## src/hdl/tsg_pkg.sv

```systemverilog
// Shared types and codes of the triangle span generator.
package tsg_pkg;

	localparam int VERT_W  = 16;
	localparam int COLOR_W = 32;
	localparam int EDGE_W  = 32;

	localparam logic CMD_LOAD = 1'b0;
	localparam logic CMD_STEP = 1'b1;

	typedef enum logic [1:0] {
		ST_IDLE,
		ST_LOAD,
		ST_RUN,
		ST_DONE
	} state_t;

	typedef enum logic [1:0] {
		SEL_LONG,
		SEL_UPPER,
		SEL_LOWER
	} sel_t;

endpackage

```

## src/hdl/triangle_span_generator.sv

```systemverilog
// Triangle span generator: vertex sort, serial slope division and span scan.
//
// A load item (command 0) computes the three inverse slopes one after another
// through a single restoring divider that retires one quotient bit per cycle
// (STEP_FRAC_BITS+17 bits), with an operand state before and a result state
// after each; no new item is taken until all three are done. A step item
// (command 1) yields its span in the output register on the next cycle; steps
// follow one per cycle while the consumer takes spans and no load is running.
// Steps with no triangle armed are taken and yield nothing.
module triangle_span_generator #(
	parameter int COORD_FRAC_BITS = 4,
	parameter int STEP_FRAC_BITS  = 16,
	parameter int PIXEL_BITS      = 12
) (
	input  logic                         clk,
	input  logic                         arst_n,
	input  logic                         in_valid,
	output logic                         in_ready,
	input  logic                         command,
	input  logic signed [15:0]           vert0_x,
	input  logic signed [15:0]           vert0_y,
	input  logic signed [15:0]           vert1_x,
	input  logic signed [15:0]           vert1_y,
	input  logic signed [15:0]           vert2_x,
	input  logic signed [15:0]           vert2_y,
	input  logic [31:0]                  fill_color,
	output logic                         out_valid,
	input  logic                         out_ready,
	output logic signed [PIXEL_BITS-1:0] span_row,
	output logic signed [PIXEL_BITS-1:0] span_x_first,
	output logic signed [PIXEL_BITS-1:0] span_x_final,
	output logic                         span_empty,
	output logic [31:0]                  span_color,
	output logic                         last_span
);
	import tsg_pkg::*;

	localparam int QW = STEP_FRAC_BITS + 17;
	localparam int CW = $clog2(QW + 1);
	localparam int P  = PIXEL_BITS;
	localparam logic signed [33:0] HALF_Y = (34'sd1 <<< COORD_FRAC_BITS) >>> 1;
	localparam logic signed [33:0] HALF_S = (34'sd1 <<< STEP_FRAC_BITS) >>> 1;
	localparam logic signed [33:0] PMAX   = (34'sd1 <<< (P - 1)) - 34'sd1;
	localparam logic signed [33:0] PMIN   = -(34'sd1 <<< (P - 1));

	function automatic logic signed [P-1:0] sat_pix(input logic signed [33:0] v);
		if (v > PMAX) return PMAX[P-1:0];
		if (v < PMIN) return PMIN[P-1:0];
		return v[P-1:0];
	endfunction

	function automatic logic [EDGE_W-1:0] to_edge(input logic signed [VERT_W-1:0] c);
		logic signed [47:0] w;
		w = 48'(c) <<< (STEP_FRAC_BITS - COORD_FRAC_BITS);
		return w[EDGE_W-1:0];
	endfunction

	state_t state_q, state_d;
	sel_t   sel_q;

	logic signed [VERT_W-1:0] tx_q, ty_q, mx_q, my_q, bx_q, by_q;
	logic                     active_q, region_q, mol_q;
	logic signed [P-1:0]      row_q, end_row_q, bot_row_q;
	logic [EDGE_W-1:0]        left_x_q, right_x_q, left_step_q, right_step_q;
	logic [EDGE_W-1:0]        lower_step_q, long_step_q;
	logic [COLOR_W-1:0]       color_q;

	logic [QW-1:0]    num_q;
	logic [17:0]      rem_q;
	logic [16:0]      den_q;
	logic             neg_q, zero_q;
	logic [CW-1:0]    cnt_q;

	logic out_valid_q;
	logic accept, div_start, div_step, div_done;

	// vertex sort
	logic signed [VERT_W-1:0] sx_t, sy_t, sx_m, sy_m, sx_b, sy_b;
	logic                     s_mol;

	always_comb begin
		if (vert0_y >= vert1_y) begin
			if (vert1_y >= vert2_y) begin
				{sx_t, sy_t, sx_m, sy_m, sx_b, sy_b} =
					{vert0_x, vert0_y, vert1_x, vert1_y, vert2_x, vert2_y};
				s_mol = 1'b1;
			end else if (vert0_y >= vert2_y) begin
				{sx_t, sy_t, sx_m, sy_m, sx_b, sy_b} =
					{vert0_x, vert0_y, vert2_x, vert2_y, vert1_x, vert1_y};
				s_mol = 1'b0;
			end else begin
				{sx_t, sy_t, sx_m, sy_m, sx_b, sy_b} =
					{vert2_x, vert2_y, vert0_x, vert0_y, vert1_x, vert1_y};
				s_mol = 1'b1;
			end
		end else begin
			if (vert0_y >= vert2_y) begin
				{sx_t, sy_t, sx_m, sy_m, sx_b, sy_b} =
					{vert1_x, vert1_y, vert0_x, vert0_y, vert2_x, vert2_y};
				s_mol = 1'b0;
			end else if (vert1_y >= vert2_y) begin
				{sx_t, sy_t, sx_m, sy_m, sx_b, sy_b} =
					{vert1_x, vert1_y, vert2_x, vert2_y, vert0_x, vert0_y};
				s_mol = 1'b1;
			end else begin
				{sx_t, sy_t, sx_m, sy_m, sx_b, sy_b} =
					{vert2_x, vert2_y, vert1_x, vert1_y, vert0_x, vert0_y};
				s_mol = 1'b0;
			end
		end
	end

	logic signed [P-1:0] r_t, r_m, r_b;
	assign r_t = sat_pix((34'(sy_t) + HALF_Y) >>> COORD_FRAC_BITS);
	assign r_m = sat_pix((34'(sy_m) + HALF_Y) >>> COORD_FRAC_BITS);
	assign r_b = sat_pix((34'(sy_b) + HALF_Y) >>> COORD_FRAC_BITS);

	// next state
	always_comb begin
		state_d = state_q;
		case (state_q)
			ST_IDLE: if (accept && command == CMD_LOAD) state_d = ST_LOAD;
			ST_LOAD: state_d = ST_RUN;
			ST_RUN:  if (cnt_q == CW'(QW - 1)) state_d = ST_DONE;
			ST_DONE: state_d = (sel_q == SEL_LOWER) ? ST_IDLE : ST_LOAD;
			default: state_d = ST_IDLE;
		endcase
	end

	// outputs of the sequencer
	always_comb begin
		in_ready  = 1'b0;
		div_start = 1'b0;
		div_step  = 1'b0;
		div_done  = 1'b0;
		case (state_q)
			ST_IDLE: in_ready  = !out_valid_q || out_ready;
			ST_LOAD: div_start = 1'b1;
			ST_RUN:  div_step  = 1'b1;
			ST_DONE: div_done  = 1'b1;
			default: in_ready  = 1'b0;
		endcase
	end

	assign accept = in_valid && in_ready;

	// divider operands
	logic signed [VERT_W-1:0] hx, hy, lx, ly;
	logic signed [16:0]       dx, dy;
	logic [16:0]              adx, ady;

	always_comb begin
		case (sel_q)
			SEL_LONG:  {hx, hy, lx, ly} = {tx_q, ty_q, bx_q, by_q};
			SEL_UPPER: {hx, hy, lx, ly} = {tx_q, ty_q, mx_q, my_q};
			SEL_LOWER: {hx, hy, lx, ly} = {mx_q, my_q, bx_q, by_q};
			default:   {hx, hy, lx, ly} = {tx_q, ty_q, bx_q, by_q};
		endcase
		dx  = 17'(lx) - 17'(hx);
		dy  = 17'(ly) - 17'(hy);
		adx = dx[16] ? 17'(-dx) : 17'(dx);
		ady = dy[16] ? 17'(-dy) : 17'(dy);
	end

	logic [17:0] rem_sh;
	logic        q_bit;
	assign rem_sh = {rem_q[16:0], num_q[QW-1]};
	assign q_bit  = rem_sh >= 18'(den_q);

	logic [63:0]       q_ext;
	logic [EDGE_W-1:0] q_res;
	always_comb begin
		q_ext = 64'(num_q);
		if (zero_q) q_res = '0;
		else if (neg_q) q_res = (q_ext > 64'h8000_0000) ? 32'h8000_0000 : 32'(-q_ext);
		else q_res = (q_ext > 64'h7FFF_FFFF) ? 32'h7FFF_FFFF : q_ext[31:0];
	end

	always_ff @(posedge clk or negedge arst_n) begin
		if (!arst_n) begin
			state_q <= ST_IDLE;
			sel_q   <= SEL_LONG;
			cnt_q   <= '0;
		end else begin
			state_q <= state_d;
			if (accept && command == CMD_LOAD) sel_q <= SEL_LONG;
			else if (div_done) begin
				case (sel_q)
					SEL_LONG:  sel_q <= SEL_UPPER;
					SEL_UPPER: sel_q <= SEL_LOWER;
					default:   sel_q <= SEL_LONG;
				endcase
			end
			if (div_start) cnt_q <= '0;
			else if (div_step) cnt_q <= cnt_q + CW'(1);
		end
	end

	always_ff @(posedge clk) begin
		if (div_start) begin
			num_q  <= QW'(adx) << STEP_FRAC_BITS;
			rem_q  <= '0;
			den_q  <= ady;
			neg_q  <= dx[16] ^ dy[16];
			zero_q <= (dy == 17'sd0);
		end else if (div_step) begin
			rem_q <= q_bit ? (rem_sh - 18'(den_q)) : rem_sh;
			num_q <= {num_q[QW-2:0], q_bit};
		end
		if (div_done && sel_q == SEL_LONG) long_step_q <= q_res;
		if (div_done && sel_q == SEL_LOWER) lower_step_q <= q_res;
	end

	// span path
	logic signed [33:0]  xf, xl;
	logic                at_end;
	assign xf     = (34'($signed(left_x_q)) + HALF_S) >>> STEP_FRAC_BITS;
	assign xl     = (34'($signed(right_x_q)) + HALF_S) >>> STEP_FRAC_BITS;
	assign at_end = row_q <= end_row_q;

	always_ff @(posedge clk or negedge arst_n) begin
		if (!arst_n) begin
			active_q    <= 1'b0;
			region_q    <= 1'b0;
			out_valid_q <= 1'b0;
		end else begin
			if (accept && command == CMD_STEP && active_q) out_valid_q <= 1'b1;
			else if (out_ready) out_valid_q <= 1'b0;
			if (accept && command == CMD_LOAD) begin
				active_q <= 1'b1;
				region_q <= 1'b0;
			end else if (accept && active_q && at_end) begin
				if (region_q) active_q <= 1'b0;
				else region_q <= 1'b1;
			end
		end
	end

	always_ff @(posedge clk) begin
		if (accept && command == CMD_LOAD) begin
			{tx_q, ty_q, mx_q, my_q, bx_q, by_q} <= {sx_t, sy_t, sx_m, sy_m, sx_b, sy_b};
			mol_q     <= s_mol;
			row_q     <= r_t;
			end_row_q <= r_m;
			bot_row_q <= r_b;
			left_x_q  <= to_edge(sx_t);
			right_x_q <= to_edge(sx_t);
			color_q   <= fill_color;
		end else if (accept && active_q) begin
			span_row     <= row_q;
			span_x_first <= sat_pix(xf);
			span_x_final <= sat_pix(xl);
			span_empty   <= xf > xl;
			span_color   <= color_q;
			last_span    <= region_q && at_end;
			if (at_end && !region_q) begin
				end_row_q <= bot_row_q;
				if (mol_q) begin
					left_x_q     <= to_edge(mx_q);
					right_x_q    <= right_x_q - right_step_q;
					left_step_q  <= lower_step_q;
					right_step_q <= long_step_q;
				end else begin
					left_x_q     <= left_x_q - left_step_q;
					right_x_q    <= to_edge(mx_q);
					left_step_q  <= long_step_q;
					right_step_q <= lower_step_q;
				end
			end else begin
				left_x_q  <= left_x_q - left_step_q;
				right_x_q <= right_x_q - right_step_q;
				if (!at_end) row_q <= row_q - P'(1);
			end
		end else if (div_done && sel_q == SEL_UPPER) begin
			left_step_q  <= mol_q ? q_res : long_step_q;
			right_step_q <= mol_q ? long_step_q : q_res;
		end
	end

	assign out_valid = out_valid_q;

endmodule

```

## config.mk

```make
export PLATFORM = sky130hd
export DESIGN_NAME = triangle_span_generator
export DESIGN_NICKNAME = d
export VERILOG_FILES = /design/src/hdl/tsg_pkg.sv /design/src/hdl/triangle_span_generator.sv
export SDC_FILE = /design/constraint.sdc
export NUM_CORES = 1
export LEC_CHECK = 0
export BUFFER_PORTS_ARGS = -buffer_cell sky130_fd_sc_hd__buf_4
export CAP_MARGIN = 20
export CORE_AREA = 2 2 319 321
export CTS_CLUSTER_DIAMETER = 100
export DETAILED_ROUTE_END_ITERATION = 10
export DIE_AREA = 0 0 321 323
export GPL_ROUTABILITY_DRIVEN = 0
export PLACE_DENSITY = 0.5
export SYNTH_ARGS = -nofsm -noshare
export SYNTH_HDL_FRONTEND = slang
export SYNTH_SLANG_ARGS = --single-unit
```

## constraint.sdc

```tcl
create_clock -name clk -period 30.6 [get_ports clk]
set_clock_uncertainty 0.15 [all_clocks]
set_input_delay 7.65 -clock clk [delete_from_list [all_inputs] [get_ports clk]]
set_output_delay 7.65 -clock clk [all_outputs]
set_load 0.02 [all_outputs]
```

==> flow_metrics.py <==
metrics = {
    "status": {
        "status": "complete, no violations",
    },
    "setup_path": {
        "cp.required_ns": 22.80,
        "cp.arrival_ns": 8.26,
        "crit_type": "input port to primary output",
        "cp_max_fo": 4,
        "endpoint_kind": "primary output",
        "cp-start-kind": "input port",
    },
    "global_routing": {
        "first_global_vias": 23600,
        "grt_max_degree": 81,
        "track_usage_pct": 17.5,
        "gr-total-overflow": 0,
        "grt_pass1_wl_um": 141000,
        "antenna_found_initial": 0,
    },
    "clock_tree": {
        "clk_pin_slew_worst_paths_ns": 0.06,
        "cts_root_buf": "clkbuf_16",
        "cts_buffers": 59,
        "cts_tree": "built",
        "postCtsSetupBuffers": 0,
        "htreeDepth": 2,
        "clock_latency_ns": 0.67,
        "cts_buffer_depth": 3,
        "hold_buffers": 0,
        "cts_resized": 0,
        "cts.sinks": 509,
    },
    "sta": {
        "max_slew.worst_pin.slew_ns": 1.05,
        "fmax_ghz": 0.0623,
        "timing.hold.ws_ns": 0.269,
        "relSlewSlack_pct": 29.6,
        "finalSetupViolCount": 0,
        "period_share_pct": 52.5,
        "rsz0062_at_grt": "false",
        "min_period_ns": 16.06,
        "hold_viol": 0,
        "finalSetupTns_ns": 0,
        "maxSlewViolCount": 0,
        "worst_slack_ns": 14.54,
    },
    "die": {
        "rows": 117,
        "fp.dieH_um": 323,
        "io_pins": 205,
        "fp.coreArea_mm2": 0.101,
        "die_x_um": 321,
        "dieArea_mm2": 0.104,
        "start_util_pct": 31.5,
    },
    "route": {
        "vias": 23900,
        "avgViaCountPerCell": 5.13,
        "drt_iter0_drc": 1664,
        "remaining_drc_errors": 0,
        "wirelength_um": 92000,
        "wl_per_cell_um": 19.8,
        "ant_nets": 0,
        "dr.pass1.iters": 7,
    },
    "final_layout": {
        "synthToLayoutAreaGrowth_pct": 16.1,
        "nNetsFinal": 3636,
        "diodes": 0,
        "stdcell_area_mm2": 0.0369,
        "final_common_cell": "edfxtp_1",
        "final_cell_mix": "edfxtp_1, nand2_1, inv_1",
        "drive_above_1_share_pct": 15.0,
    },
    "logic_synthesis": {
        "yosysWarningCount": 0,
        "yosys.area.top_type": "edfxtp_1",
        "ys_ff_latch": 509,
        "synth_area_leaders": "edfxtp_1, ha_1, mux2i_1",
        "yosys.area.top_type_share_pct": 41.5,
        "synthCells": 3117,
        "ys_seq_area_share_pct": 46.1,
        "synth_edf_count": 439,
        "async_flop_share_pct": 2.55,
        "synthFlopType": "edfxtp_1",
        "ys_types": 106,
        "syn_area_per_cell_um2": 10.2,
        "synth_fp_nets": 3461,
        "synthesis.area_mm2": 0.0318,
    },
    "power_and_ir_drop": {
        "p_total_mw": 3.50,
        "max-vdd-ir-drop_mv": 0.0490,
        "powerDensity_mw_per_mm2": 95.0,
        "leakagePower_nw": 14.8,
    },
    "placed_design": {
        "port_buffers": 204,
        "placed_cell_area_mm2": 0.0347,
        "hpwl_um": 68600,
        "post-place-ws_ns": 14.54,
    },
    "job": {
        "drv_cap": 0,
    },
    "hold_path": {
        "holdCritPathClass": "register to register",
    },
}
[registers in the layout, summed over array words and instances, names as in the netlist, 17 cells and up]
signal,flops
rem_q,17
den_q,17
color_q,32
right_x_q,32
lower_step_q,32
span_color,32
left_x_q,32
num_q,33
long_step_q,32
right_step_q,32
left_step_q,32
[cell families (layout without fill, tap and decap cells)]
kind of cell,count (synthesis),count (layout),synth area share [%]
flip-flops,509,509,46.1
AO/OA/AOI/OAI,778,778,16.3
AND/OR/NAND/NOR,859,859,13.0
adder cells (fa/ha/maj),211,211,8.43
buffers and inverters,388,614,4.74
XOR/XNOR,182,182,5.02
multiplexers,190,190,6.29
[cell type report]
| type | instances | area, um2 |
|---|---|---|
| Clock buffer | 78 | 1600 |
| Tap cell | 1309 | 1640 |
| Fill cell | 10200 | 63900 |
| Clock inverter | 34 | 478 |
| Inverter | 262 | 991 |
| Sequential cell | 509 | 14600 |
| Multi-Input combinational cell | 2220 | 15700 |
| Timing Repair Buffer | 240 | 1820 |
[stage by stage]
step	utilization [%]	cells
6_report	36.6	4652
5_1_grt	36.6	4652
4_1_cts	36.6	4651
3_5_place_dp	34.5	4539
3_3_place_gp	34.5	4536
2_1_floorplan	-	3117
[power by group]
| part | internal [mW] | switching [mW] |
|---|---|---|
| Clock | 0.456 | 0.306 |
| Sequential | 1.00 | 0.108 |
| Combinational | 0.632 | 0.999 |
| Total | 2.09 | 1.41 |
[critical path, cell delays in order]
cell,delay (ns)
buf_4,0.10
nand2b_1,0.13
and2_1,0.21
buf_4,0.16
[cells in the mapped netlist, types with 72 or more instances]
| cell type | instances |
|---|---|
| edfxtp_1 | 439 |
| nand2_1 | 277 |
| inv_1 | 261 |
| nor2_1 | 228 |
| ha_1 | 206 |
| a21oi_1 | 185 |
| o21ai_0 | 179 |
| mux2i_1 | 116 |
| xnor2_1 | 107 |
| clkbuf_1 | 97 |
| xor2_1 | 75 |
| mux2_2 | 72 |
[layer usage]
metal | share of wire [%] | global-route usage [%] | vias to the layer above
met3 | 4.4 | 2.08 | 117
met1 | 45 | 22.6 | 11400
met4 | 2.6 | 5.10 | 0
met2 | 48 | 30.6 | 510
li1 | - | - | 11800
met5 | 0 | 0 | -
[path summary, 6_finish.rpt]
| kind | slack, ns | startpoint | end | cells past startpoint |
|---|---|---|---|---|
| worst max-delay path | 14.54 | out_ready | in_ready | 4 |
| worst min-delay path | 0.27 | color_q[26] | span_color[26] | 0 |
| worst max register to register | 24.85 | sel_q[1] | den_q[16] | 16 |
| worst min register to register | 0.27 | color_q[26] | span_color[26] | 0 |
| max in group asynchronous | 23.35 | arst_n | cnt_q[2] | 1 |
| min in group asynchronous | 6.73 | arst_n | out_valid | 1 |
Power figures use the tool's default switching activity.
